--- src/hdl/cpsd_pkg.sv ---
package cpsd_pkg;

    localparam int SET_DEPTH  = 32;
    localparam int ID_BITS    = 16;
    localparam int ID_FIELD_W = 16;
    localparam int ID_W       = (ID_BITS < ID_FIELD_W) ? ID_BITS : ID_FIELD_W;
    localparam int PAIR_W     = 2 * ID_W;
    localparam int ADDR_W     = (SET_DEPTH > 1) ? $clog2(SET_DEPTH) : 1;
    localparam int CNT_W      = $clog2(SET_DEPTH + 1);

    localparam logic [1:0] OP_INS_OLD = 2'd0;
    localparam logic [1:0] OP_INS_NEW = 2'd1;
    localparam logic [1:0] OP_DIFF    = 2'd2;
    localparam logic [1:0] OP_CLEAR   = 2'd3;

    localparam logic [1:0] EV_ACK     = 2'd0;
    localparam logic [1:0] EV_REMOVED = 2'd1;
    localparam logic [1:0] EV_ADDED   = 2'd2;
    localparam logic [1:0] EV_EMPTY   = 2'd3;

    localparam logic [1:0] ST_STORED  = 2'd0;
    localparam logic [1:0] ST_PRESENT = 2'd1;
    localparam logic [1:0] ST_NULL    = 2'd2;
    localparam logic [1:0] ST_FULL    = 2'd3;

    typedef struct packed {
        logic [1:0]            opcode;
        logic [ID_FIELD_W-1:0] first_id;
        logic [ID_FIELD_W-1:0] second_id;
    } t_in_item;

    typedef struct packed {
        logic [1:0]            event_kind;
        logic [ID_FIELD_W-1:0] pair_first;
        logic [ID_FIELD_W-1:0] pair_second;
        logic [1:0]            insert_status;
        logic                  last;
    } t_out_item;

    typedef struct packed {
        logic              load;
        logic              clear;
        logic              rd_old;
        logic              rd_new;
        logic [ADDR_W-1:0] addr_old;
        logic [ADDR_W-1:0] addr_new;
        logic              store;
        logic              ack;
        logic [1:0]        status;
        logic              push;
        logic [1:0]        kind;
        logic              flush;
    } t_cmd;

    typedef struct packed {
        logic [1:0]       in_opcode;
        logic             sel_new;
        logic             null_pair;
        logic             match;
        logic             eq;
        logic [CNT_W-1:0] old_count;
        logic [CNT_W-1:0] new_count;
    } t_status;

endpackage

--- src/hdl/cpsd_datapath.sv ---
module cpsd_datapath (
    input  logic               i_clk,
    input  logic               i_rst_n,
    input  cpsd_pkg::t_in_item i_item,
    input  cpsd_pkg::t_cmd     i_cmd,
    output cpsd_pkg::t_status  o_status,
    output logic               o_strobe,
    output cpsd_pkg::t_out_item o_item
);
    import cpsd_pkg::*;

    logic [PAIR_W-1:0] r_old_mem [SET_DEPTH];
    logic [PAIR_W-1:0] r_new_mem [SET_DEPTH];
    logic [PAIR_W-1:0] r_rd_old;
    logic [PAIR_W-1:0] r_rd_new;
    logic [PAIR_W-1:0] r_pair;
    logic              r_sel_new;
    logic [CNT_W-1:0]  r_old_cnt;
    logic [CNT_W-1:0]  r_new_cnt;
    logic              r_pend_valid;
    t_out_item         r_pend;
    logic              r_out_valid;
    t_out_item         r_out;

    logic [PAIR_W-1:0] push_pair;
    t_out_item         push_item;
    t_out_item         ack_item;
    t_out_item         flush_item;
    logic [PAIR_W-1:0] rd_sel;

    always_ff @(posedge i_clk) begin
        if (i_cmd.store && !r_sel_new) begin
            r_old_mem[r_old_cnt[ADDR_W-1:0]] <= r_pair;
        end
        if (i_cmd.store && r_sel_new) begin
            r_new_mem[r_new_cnt[ADDR_W-1:0]] <= r_pair;
        end
        if (i_cmd.rd_old) begin
            r_rd_old <= r_old_mem[i_cmd.addr_old];
        end
        if (i_cmd.rd_new) begin
            r_rd_new <= r_new_mem[i_cmd.addr_new];
        end
    end

    assign push_pair = (i_cmd.kind == EV_REMOVED) ? r_rd_old : r_rd_new;
    assign rd_sel    = r_sel_new ? r_rd_new : r_rd_old;

    always_comb begin
        push_item               = '0;
        push_item.event_kind    = i_cmd.kind;
        push_item.pair_first    = ID_FIELD_W'(push_pair[PAIR_W-1:ID_W]);
        push_item.pair_second   = ID_FIELD_W'(push_pair[ID_W-1:0]);
        push_item.insert_status = ST_STORED;
        push_item.last          = 1'b0;
    end

    always_comb begin
        ack_item               = '0;
        ack_item.event_kind    = EV_ACK;
        ack_item.insert_status = i_cmd.status;
        ack_item.last          = 1'b1;
        flush_item             = '0;
        flush_item.event_kind  = EV_EMPTY;
        flush_item.last        = 1'b1;
        if (r_pend_valid) begin
            flush_item      = r_pend;
            flush_item.last = 1'b1;
        end
    end

    always_ff @(posedge i_clk) begin
        if (i_cmd.load) begin
            r_pair    <= {i_item.first_id[ID_W-1:0], i_item.second_id[ID_W-1:0]};
            r_sel_new <= (i_item.opcode == OP_INS_NEW);
        end
        if (i_cmd.push) begin
            r_pend <= push_item;
        end
        if (i_cmd.ack) begin
            r_out <= ack_item;
        end else if (i_cmd.push) begin
            r_out <= r_pend;
        end else if (i_cmd.flush) begin
            r_out <= flush_item;
        end
    end

    always_ff @(posedge i_clk) begin
        if (!i_rst_n) begin
            r_old_cnt    <= '0;
            r_new_cnt    <= '0;
            r_pend_valid <= 1'b0;
            r_out_valid  <= 1'b0;
        end else begin
            if (i_cmd.clear) begin
                r_old_cnt <= '0;
                r_new_cnt <= '0;
            end else if (i_cmd.store) begin
                if (r_sel_new) begin
                    r_new_cnt <= CNT_W'(r_new_cnt + 1'b1);
                end else begin
                    r_old_cnt <= CNT_W'(r_old_cnt + 1'b1);
                end
            end
            if (i_cmd.push) begin
                r_pend_valid <= 1'b1;
            end else if (i_cmd.flush) begin
                r_pend_valid <= 1'b0;
            end
            r_out_valid <= i_cmd.ack || i_cmd.flush || (i_cmd.push && r_pend_valid);
        end
    end

    always_comb begin
        o_status           = '0;
        o_status.in_opcode = i_item.opcode;
        o_status.sel_new   = r_sel_new;
        o_status.null_pair = (r_pair[PAIR_W-1:ID_W] == '0) || (r_pair[ID_W-1:0] == '0);
        o_status.match     = (rd_sel == r_pair);
        o_status.eq        = (r_rd_old == r_rd_new);
        o_status.old_count = r_old_cnt;
        o_status.new_count = r_new_cnt;
    end

    assign o_strobe = r_out_valid;
    assign o_item   = r_out;

endmodule

--- src/hdl/cpsd_ctrl.sv ---
module cpsd_ctrl (
    input  logic              i_clk,
    input  logic              i_rst_n,
    input  logic              i_start,
    output logic              o_busy,
    input  cpsd_pkg::t_status i_status,
    output cpsd_pkg::t_cmd    o_cmd
);
    import cpsd_pkg::*;

    typedef enum logic [3:0] {
        S_IDLE,
        S_INS_CHK,
        S_INS_CMP,
        S_A_OUT,
        S_A_IN,
        S_A_CMP,
        S_B_OUT,
        S_B_IN,
        S_B_CMP
    } t_state;

    t_state           r_state;
    t_state           n_state;
    logic [CNT_W-1:0] r_i;
    logic [CNT_W-1:0] n_i;
    logic [CNT_W-1:0] r_j;
    logic [CNT_W-1:0] n_j;
    logic [CNT_W-1:0] sel_count;

    assign sel_count = i_status.sel_new ? i_status.new_count : i_status.old_count;

    always_comb begin
        n_state = r_state;
        n_i     = r_i;
        n_j     = r_j;
        o_cmd   = '0;
        case (r_state)
            S_IDLE: begin
                if (i_start) begin
                    o_cmd.load = 1'b1;
                    n_i        = '0;
                    n_j        = '0;
                    case (i_status.in_opcode)
                        OP_INS_OLD, OP_INS_NEW: n_state = S_INS_CHK;
                        OP_DIFF:                n_state = S_A_OUT;
                        default: begin
                            o_cmd.clear  = 1'b1;
                            o_cmd.ack    = 1'b1;
                            o_cmd.status = ST_STORED;
                        end
                    endcase
                end
            end
            S_INS_CHK: begin
                if (i_status.null_pair) begin
                    o_cmd.ack    = 1'b1;
                    o_cmd.status = ST_NULL;
                    n_state      = S_IDLE;
                end else if (r_j >= sel_count) begin
                    o_cmd.ack = 1'b1;
                    if (sel_count >= CNT_W'(SET_DEPTH)) begin
                        o_cmd.status = ST_FULL;
                    end else begin
                        o_cmd.store  = 1'b1;
                        o_cmd.status = ST_STORED;
                    end
                    n_state = S_IDLE;
                end else begin
                    o_cmd.rd_old   = !i_status.sel_new;
                    o_cmd.rd_new   = i_status.sel_new;
                    o_cmd.addr_old = r_j[ADDR_W-1:0];
                    o_cmd.addr_new = r_j[ADDR_W-1:0];
                    n_state        = S_INS_CMP;
                end
            end
            S_INS_CMP: begin
                if (i_status.match) begin
                    o_cmd.ack    = 1'b1;
                    o_cmd.status = ST_PRESENT;
                    n_state      = S_IDLE;
                end else begin
                    n_j     = CNT_W'(r_j + 1'b1);
                    n_state = S_INS_CHK;
                end
            end
            S_A_OUT: begin
                if (r_i >= i_status.old_count) begin
                    n_i     = '0;
                    n_state = S_B_OUT;
                end else begin
                    o_cmd.rd_old   = 1'b1;
                    o_cmd.addr_old = r_i[ADDR_W-1:0];
                    n_j            = '0;
                    n_state        = S_A_IN;
                end
            end
            S_A_IN: begin
                if (r_j >= i_status.new_count) begin
                    o_cmd.push = 1'b1;
                    o_cmd.kind = EV_REMOVED;
                    n_i        = CNT_W'(r_i + 1'b1);
                    n_state    = S_A_OUT;
                end else begin
                    o_cmd.rd_new   = 1'b1;
                    o_cmd.addr_new = r_j[ADDR_W-1:0];
                    n_state        = S_A_CMP;
                end
            end
            S_A_CMP: begin
                if (i_status.eq) begin
                    n_i     = CNT_W'(r_i + 1'b1);
                    n_state = S_A_OUT;
                end else begin
                    n_j     = CNT_W'(r_j + 1'b1);
                    n_state = S_A_IN;
                end
            end
            S_B_OUT: begin
                if (r_i >= i_status.new_count) begin
                    o_cmd.flush = 1'b1;
                    n_state     = S_IDLE;
                end else begin
                    o_cmd.rd_new   = 1'b1;
                    o_cmd.addr_new = r_i[ADDR_W-1:0];
                    n_j            = '0;
                    n_state        = S_B_IN;
                end
            end
            S_B_IN: begin
                if (r_j >= i_status.old_count) begin
                    o_cmd.push = 1'b1;
                    o_cmd.kind = EV_ADDED;
                    n_i        = CNT_W'(r_i + 1'b1);
                    n_state    = S_B_OUT;
                end else begin
                    o_cmd.rd_old   = 1'b1;
                    o_cmd.addr_old = r_j[ADDR_W-1:0];
                    n_state        = S_B_CMP;
                end
            end
            S_B_CMP: begin
                if (i_status.eq) begin
                    n_i     = CNT_W'(r_i + 1'b1);
                    n_state = S_B_OUT;
                end else begin
                    n_j     = CNT_W'(r_j + 1'b1);
                    n_state = S_B_IN;
                end
            end
            default: begin
                n_state = S_IDLE;
            end
        endcase
    end

    always_ff @(posedge i_clk) begin
        if (!i_rst_n) begin
            r_state <= S_IDLE;
            r_i     <= '0;
            r_j     <= '0;
        end else begin
            r_state <= n_state;
            r_i     <= n_i;
            r_j     <= n_j;
        end
    end

    assign o_busy = (r_state != S_IDLE);

endmodule

--- src/hdl/contact_pair_set_diff.sv ---
// Two bounded sets of ordered id pairs, an old set and a new set, with a diff.
// A transaction is accepted on a rising edge with start high and busy low; its
// payload is i_in_item. Insert into old, insert into new, diff and clear are
// selected by the opcode. Every result appears on o_out_item for exactly one
// cycle with o_strobe high, and the final result of a transaction has last set.
// A clear answers in the cycle after acceptance and leaves busy low.
// An insert compares the pair against the stored entries one at a time through
// the single read port of the chosen set memory, reading an entry and then
// comparing it; the acknowledgement shows in the cycle that busy falls.
// A diff runs an outer scan over the old set with an inner scan over the new set,
// then an outer scan over the new set with an inner scan over the old set.
// Each result of a diff is held one step so that the final one can carry last.
// Busy stays high until the last result is registered, so a new transaction may
// be started in the cycle that result is shown.
// Reset empties both sets and clears all control state; set memories are not
// cleared, since only entries below the counts are ever read.
// The receiver cannot stall, and results are never held back.
module contact_pair_set_diff (
    input  logic                 i_clk,
    input  logic                 i_rst_n,
    input  logic                 start,
    output logic                 busy,
    input  cpsd_pkg::t_in_item   i_in_item,
    output logic                 o_strobe,
    output cpsd_pkg::t_out_item  o_out_item
);
    import cpsd_pkg::*;

    t_cmd    cmd;
    t_status status;

    cpsd_ctrl u_ctrl (
        .i_clk    (i_clk),
        .i_rst_n  (i_rst_n),
        .i_start  (start),
        .o_busy   (busy),
        .i_status (status),
        .o_cmd    (cmd)
    );

    cpsd_datapath u_datapath (
        .i_clk    (i_clk),
        .i_rst_n  (i_rst_n),
        .i_item   (i_in_item),
        .i_cmd    (cmd),
        .o_status (status),
        .o_strobe (o_strobe),
        .o_item   (o_out_item)
    );

endmodule

--- config.mk ---
export PLATFORM = sky130hd
export DESIGN_NAME = contact_pair_set_diff
export DESIGN_NICKNAME = d
export VERILOG_FILES = /design/src/hdl/cpsd_pkg.sv /design/src/hdl/cpsd_datapath.sv /design/src/hdl/cpsd_ctrl.sv /design/src/hdl/contact_pair_set_diff.sv
export SDC_FILE = /design/constraint.sdc
export NUM_CORES = 2
export LEC_CHECK = 0
export BUFFER_PORTS_ARGS = -buffer_cell sky130_fd_sc_hd__clkbuf_2
export CORE_MARGIN = 2
export CORE_UTILIZATION = 40
export DETAILED_ROUTE_END_ITERATION = 10
export GPL_TIMING_DRIVEN = 0
export SLEW_MARGIN = 20
export SYNTH_ARGS = -nofsm -noshare
export SYNTH_HDL_FRONTEND = slang
export SYNTH_SLANG_ARGS = --single-unit
--- constraint.sdc ---
create_clock -name i_clk -period 6.09 [get_ports i_clk]
set_input_delay 0.3045 -clock i_clk [delete_from_list [all_inputs] [get_ports i_clk]]
set_output_delay 0.3045 -clock i_clk [all_outputs]
set_load 0.02 [all_outputs]
# Word-level counts from Yosys, hierarchy flattened
# Memories as Yosys holds them, arrays and structs flattened. A register that Yosys moved wholly into a read port is not among the register bits.
# Index checks and enable logic that the tools add are counted.
word_totals:
  mem_count: 2
  latchBits: 0
  mem_bits_ro: 0
  ramBits: 2048
  register_bits: 134
  output_inout_bits: 39
  in_bits: 37
op_classes:
  mul: 0
  eq_ne: 23
  order_cmp: 6
  div_mod_pow: 0
  reduce_logical: 25
  n_bitwise: 2
  mux: 67
  addsub: 4
  shift: 0
mem_list:
  columns: ["name", "depth", "word_bits", "read_ports", "rd_ports_with_merged_regs", "write_ports", "line_no", "source"]
  rows:
  - ["u_datapath.r_new_mem", 32, 32, 1, 1, 1, "cpsd_datapath.sv:13", "logic [PAIR_W-1:0] r_new_mem [SET_DEPTH];"]
  - ["u_datapath.r_old_mem", 32, 32, 1, 1, 1, "cpsd_datapath.sv:12", "logic [PAIR_W-1:0] r_old_mem [SET_DEPTH];"]
ops:
  columns: ["operator", "count"]
  rows:
  - ["$mux 37", 3]
  - ["$eq 32x32->1", 2]
  - ["$mux 32", 2]
  - ["$mux 6", 10]
  - ["$pmux 6 s5", 2]
  - ["$pmux 4 s9", 1]
  - ["$logic_not 16->1", 2]
  - ["$ge 6x6->1", 5]
  - ["$mux 3", 10]
  - ["$pmux 5 s3", 2]
  - ["$add 6x1->6 const B", 4]
  - ["$mux 5", 4]
  - ["$mux 1", 17]
  - ["$eq 4x3->1 const B", 4]
  - ["$mux 13", 1]
  - ["$mux 12", 1]
  - ["$mux 2", 6]
  - ["$mux 4", 3]
  - ["$reduce_and 6->1", 2]
  - ["$ne 2x2->1 const B", 5]
  - ["$reduce_bool 5->1", 2]
  - ["$pmux 3 s3", 1]
  - ["$eq 4x2->1 const B", 2]
  - ["$ne 2x1->1 const B", 4]
  - ["21 further kinds", 32]

# Depth between registers and ports, before layout
depth:
  depth_word: 9
  depth_mapped: 19

# Modules after synthesis
# From an unflattened synthesis, not the netlist that was laid out.
unflattened:
  hier_cells: 3969
  area_unflattened_um2: 87161.1
modules_own_cells:
  columns: ["module", "cells_per_inst", "n_inst", "seq_area_each_um2", "area_each_um2"]
  rows:
  - ["cpsd_datapath", 3707, 1, 66473.8, 85069.1]
  - ["cpsd_ctrl", 262, 1, 320.3, 2092.0]

# Least setup slack after synthesis
# Ideal clock, no wire load.
synth_path:
  kind: "register -> register"
  start: "register u_datapath.r_sel_new"
  end: "register u_datapath.r_rd_new[0], read port of u_datapath.r_new_mem (enable)"
  stages_incl_launch_ff: 11
  t_arrival_ns: 4.344
  setup_time_ns: 0.466
  setup_slack_ns: 1.281
  path_cell_list: "edfxtp_1 -> buf_4 -> buf_6 -> buf_4 -> o21ai_1 -> inv_1 -> ha_1 -> a21oi_1 -> o211a_2 -> nand2_1 -> o21ai_0"
synth_rtl:
  columns: ["item", "line_no", "source"]
  rows:
  - ["start, declared", "cpsd_datapath.sv:17", "logic r_sel_new;"]
  - ["start signal, assigned", "cpsd_datapath.sv:75", "r_sel_new <= (i_item.opcode == OP_INS_NEW);"]
  - ["end, declared", "cpsd_datapath.sv:15", "logic [PAIR_W-1:0] r_rd_new;"]

# Worst setup path after layout
layout_path:
  start: "register u_datapath.r_sel_new"
  end: "register u_datapath.r_rd_old[8], read port of u_datapath.r_old_mem (data pin)"
layout_via:
  elab_chain_cells: 5
layout_rtl:
  columns: ["item", "line_no", "source"]
  rows:
  - ["$mux 6", "cpsd_ctrl.sv:31", "assign sel_count = i_status.sel_new ? i_status.new_count : i_status.old_count;"]
  - ["$ge 6x6->1", "cpsd_ctrl.sv:60", "end else if (r_j >= sel_count) begin"]
  - ["$mux 12 *", "cpsd_ctrl.sv:60", null]
  - ["$mux 13 *", "cpsd_ctrl.sv:56", "if (i_status.null_pair) begin"]
  - ["$pmux 5 s3 / $pmux 1 s3 (equally long branches)", "cpsd_ctrl.sv:38", "case (r_state)"]
  - ["end, declared", "cpsd_datapath.sv:14", "logic [PAIR_W-1:0] r_rd_old;"]
# Mark *: on every way between the ends. The rest lies on a longest branch, timed or not.
# A chain may end at the register's enable or synchronous reset.

==> flow_results.org <==
** Critical path
- Critical Setup Path Class :: flop to flop
- The critical path goes through buf_4, buf_6, buf_4, o21ai_1, inv_1, ha_1, nand3_1, o211ai_2, o22ai_4, a32oi_1, buf_4, clkbuf_1, nor2_1, a32oi_1, nand4_1.
- In this design, the stage delay of the slowest critical-path cell is 0.85 ns.
- Along the worst path, the maximum fanout reaches 10.
- Cell type of the slowest stage on the worst timing path :: clkbuf_1
- Bufs and invs on worst path :: 6
- At the worst endpoint, the arrival time is 6.57 ns.
- The kind of cell with the highest combined delay along the critical path is compound AO/OA/AOI/OAI gates.
- STA classifies the critical path startpoint as a flop.
- Kind of end point of the critical path :: flop
- For the worst flop-to-flop path, the logic depth is 15.
- Most frequent cell on the critical path :: buf_4
- Logic depth of the worst setup path including buffers :: 15
- Data required time at the worst endpoint :: 6.58 ns

** Place
- Post-DP HPWL :: 229000 microns
- Input and output buffers added on the ports amount to 75.
- Routability-driven placement finished with a final weighted congestion of 0.967.
- Instance count after placement with tap cells included :: 9597

** Die
- The region available for standard cell placement spans 0.220 sq mm.
- The die covers 0.226 sq mm.
- After floorplanning, the core was divided into 172 placement rows.
- Die Y-Extent :: 475 microns
- 76 I/O pins were placed.
- The die is 475 microns wide.
- Starting utilization of the core area :: 40.3%

** Cells and area
- Number of inserted filler cells in the final layout :: 18700
- Excluding fillers, the count of instances in the completed layout stands at 10100.
- Post-synthesis to final-layout area growth :: 18.8%
- Commonest cells after routing, fill and taps aside :: 2181 x edfxtp_1, 1643 x nand2_1, 549 x nand3_1
- Of the cells placed in the final design, the portion with a size suffix greater than 1 is 13.8%.
- Most frequent standard cell in the layout excluding fill and tap cells :: edfxtp_1
- The final layout contains 6977 nets.

** Timing
- The smallest clock period supported by the final layout is computed as 6.08 ns.
- Setup violations remaining at the end of the flow were counted as 0.
- Measured against its own limit, the worst slew margin works out to 8.89%.
- RSZ-0062 raised after global routing :: false
- For the final database, setup skew stands at 0.0410 ns.
- For the pin with the worst max-slew slack, the measured transition is 1.36 ns.
- Final hold viol count :: 0
- Hold timing on the final database bottoms out at a slack of 0.153 ns.
- Number of max-slew violations in the final report :: 0
- Max Fclk :: 165 MHz
- Of the available clock period, the critical path in the final layout requires 99.8%.

** Synth
- Synth cell types :: 84
- Synthesized area per cell :: 14.0 sq um
- Number of instances in the synthesized netlist :: 6324
- The Yosys step of the flow raised 0 warnings.
- In the synthesized netlist the dominant register cell turns out to be edfxtp_1.
- Post-synthesis register bit count :: 2246
- The number of nets handed over by synthesis was 6401.
- In this run, synthesis inferred 2181 flip-flops with an integrated enable.
- Portion of the post-synthesis area used by sequential elements :: 75.2%
- Summing every instance area after synthesis gives 0.0888 sq mm.
- Share of async-settable or async-resettable flops after synthesis :: 0%

** Clocking
- Once the clock tree was built, the setup fixing pass inserted 0 buffers.
- Clk buf depth :: 3
- Number of levels in the clock H-tree :: 4
- In this run, CTS created clock tree buffers numbering 220.
- Sinks on Clock Net :: 2246
- CTS tree :: built
- CTS clock-pin slew for the worst setup and hold paths :: 0.07 ns
- Buffer type at the clock tree root :: clkbuf_16
- Clock insertion delay at the later pin of the skew report :: 0.90 ns

** Drt
- In this run, the number of DRC markers left after iteration 0 of detailed routing was 9709.
- After detailed routing, the average wire length per cell comes to 31.6 microns.
- Remaining DRCs :: 0
- Final antenna-violating net count :: 0
- First-pass detailed-route iteration total :: 8
- For this block, the routed nets add up to 318000 microns of wire.
- Average via count per standard cell :: 5.97
- For this block, the via count after detailed routing is 60100.

** Global route
- Global routing consumed, over all layers together, 27.7% of the routing resources.
- The first global-routing pass estimated 436000 microns of wire.
- Grt total ovfl :: 0
- Entering global routing, the biggest net connects 33 pins.
- Number of global-route vias before repair :: 55700
- The number of antenna violations at the first check in global routing is 31.

** Pwr
- Maximum resistive drop on vdd :: 0.327 mV
- In this run the static leakage power is 35.5 nW.
- Overall power :: 31.7 mW
- In this run the power density over the cells is 301 mW/mm^2.

** Run status
- Run status :: finished, final reports clean

** Job
- Max-cap violations in this run came to 0.

** Hold path
- The path class of the tightest hold or removal check is input port to flop.
- Along the worst hold path, the cell count comes to 2.
==> registers in the layout (all words and copies together) (netlist names) <==
register and cells:
u_datapath.r_old_cnt 6, u_datapath.r_sel_new 1, u_datapath.r_new_mem 1024, u_datapath.r_pair 32, u_datapath.r_rd_new 32, u_ctrl.r_i 6
u_ctrl.r_j 6, u_ctrl.r_state 4, u_datapath.r_old_mem 1024, u_datapath.o_strobe 1, u_datapath.r_pend 34, u_datapath.r_pend_valid 1
u_datapath.o_item 37, u_datapath.r_rd_old 32, u_datapath.r_new_cnt 6
==> final timing paths <==
path	end	start	slack (ns)
max reg2reg	u_datapath.r_rd_old[8]	u_datapath.r_sel_new	0.01
max	u_datapath.r_rd_old[8]	u_datapath.r_sel_new	0.01
min reg2reg	u_datapath.o_item[36]	u_datapath.o_item[36]	0.47
min	u_datapath.r_pair[29]	i_in_item[29]	0.15
==> kinds of logic (layout without fill, tap and decap cells) <==
| kind of cell | count (synthesis) | after routing | share of synthesized area, % |
|---|---|---|---|
| muxes | 289 | 289 | 3.26 |
| buffers and inverters | 405 | 1170 | 2.18 |
| and+or+nand+nor | 2658 | 2658 | 12.9 |
| xor gates and xnor gates | 81 | 81 | 0.799 |
| DFF | 2246 | 2246 | 75.2 |
| AOI/OAI and AO/OA | 605 | 605 | 5.04 |
| adders and majority gates | 40 | 40 | 0.564 |
| other | 0 | 11 | 0 |
==> final cells by class <==
cell class | instances | area [sq um] | area share, %
Multi-Input combinational cell | 3673 | 20600 | 19.6
Sequential cell | 2246 | 66800 | 63.3
Tap cell | 2958 | 3700 | 3.51
Inverter | 36 | 135 | 0.128
Clock inverter | 136 | 1140 | 1.08
Clock buffer | 275 | 5760 | 5.46
Timing Repair Buffer | 354 | 5510 | 5.22
Buffer | 369 | 1800 | 1.71
Antenna cell | 11 | 27.5 | 0.0261
==> synthesized netlist by cell type (35+ instances only) <==
| library cell | n | area (sq um) |
|---|---|---|
| o22ai_1 | 36 | 225 |
| a22oi_1 | 46 | 345 |
| buf_2 | 180 | 901 |
| a21oi_1 | 61 | 305 |
| buf_4 | 39 | 293 |
| ha_1 | 40 | 500 |
| dfxtp_1 | 65 | 1300 |
| mux2i_1 | 289 | 2890 |
| inv_1 | 35 | 131 |
| nand2_1 | 1644 | 6170 |
| xor2_1 | 37 | 324 |
| clkbuf_1 | 134 | 503 |
| edfxtp_1 | 2181 | 65500 |
| xnor2_1 | 44 | 385 |
| a32oi_1 | 137 | 1200 |
| nand3_1 | 549 | 2750 |
| a31oi_1 | 172 | 1080 |
| nand4_1 | 180 | 1130 |
| nor2_1 | 162 | 608 |
==> where the power goes <==
part / leakage, nW / total [mW] / switching, mW / internal, mW
Combinational: 12.0 / 1.24 / 0.853 / 0.386
Clock: 3.41 / 13.3 / 5.93 / 7.34
Sequential: 20.1 / 17.2 / 0.0885 / 17.1
==> what timing repair did <==
action / CTS / global route
endpoints found under the hold margin: 54 / 0
endpoints found under the setup margin: 0 / 2
resized for setup: 0 / 4
hold buffers: 38 / 0
==> worst register-to-register path: cells and delay by family, from the launching register on <==
family,cells,cell delay [ns]
and+or+nand+nor,3,0.92
AOI/OAI and AO/OA,5,2.16
buffers and inverters,6,1.83
DFF,1,0.48
adders and majority gates,1,0.33
==> layer usage <==
metal / part of all wire [%] / global-route usage [%] / wire [microns] / vias up
li1: - / - / - / 25000
met4: 4.8 / 12.1 / 15300 / 16
met1: 39 / 38.9 / 125000 / 30300
met2: 42 / 39.2 / 133000 / 4233
met5: 0.081 / 0.533 / 258 / -
met3: 14 / 8.81 / 45400 / 617
==> metrics by stage <==
step | setup slack (ns) | instance area, sq um | TNS, ns | util (%)
after floorplan | 1.28 | 88800 | 0 | -
after global placement | -2.55 | 92900 | -4207.90 | 42.2
after detailed placement | 0.146 | 98200 | 0 | 44.6
after CTS | 0.130 | 105000 | 0 | 47.9
after global routing | 0.0304 | 105000 | 0 | 47.9
final | 0.0117 | 106000 | 0 | 47.9
Note: power is estimated with default switching activity, not from simulation.
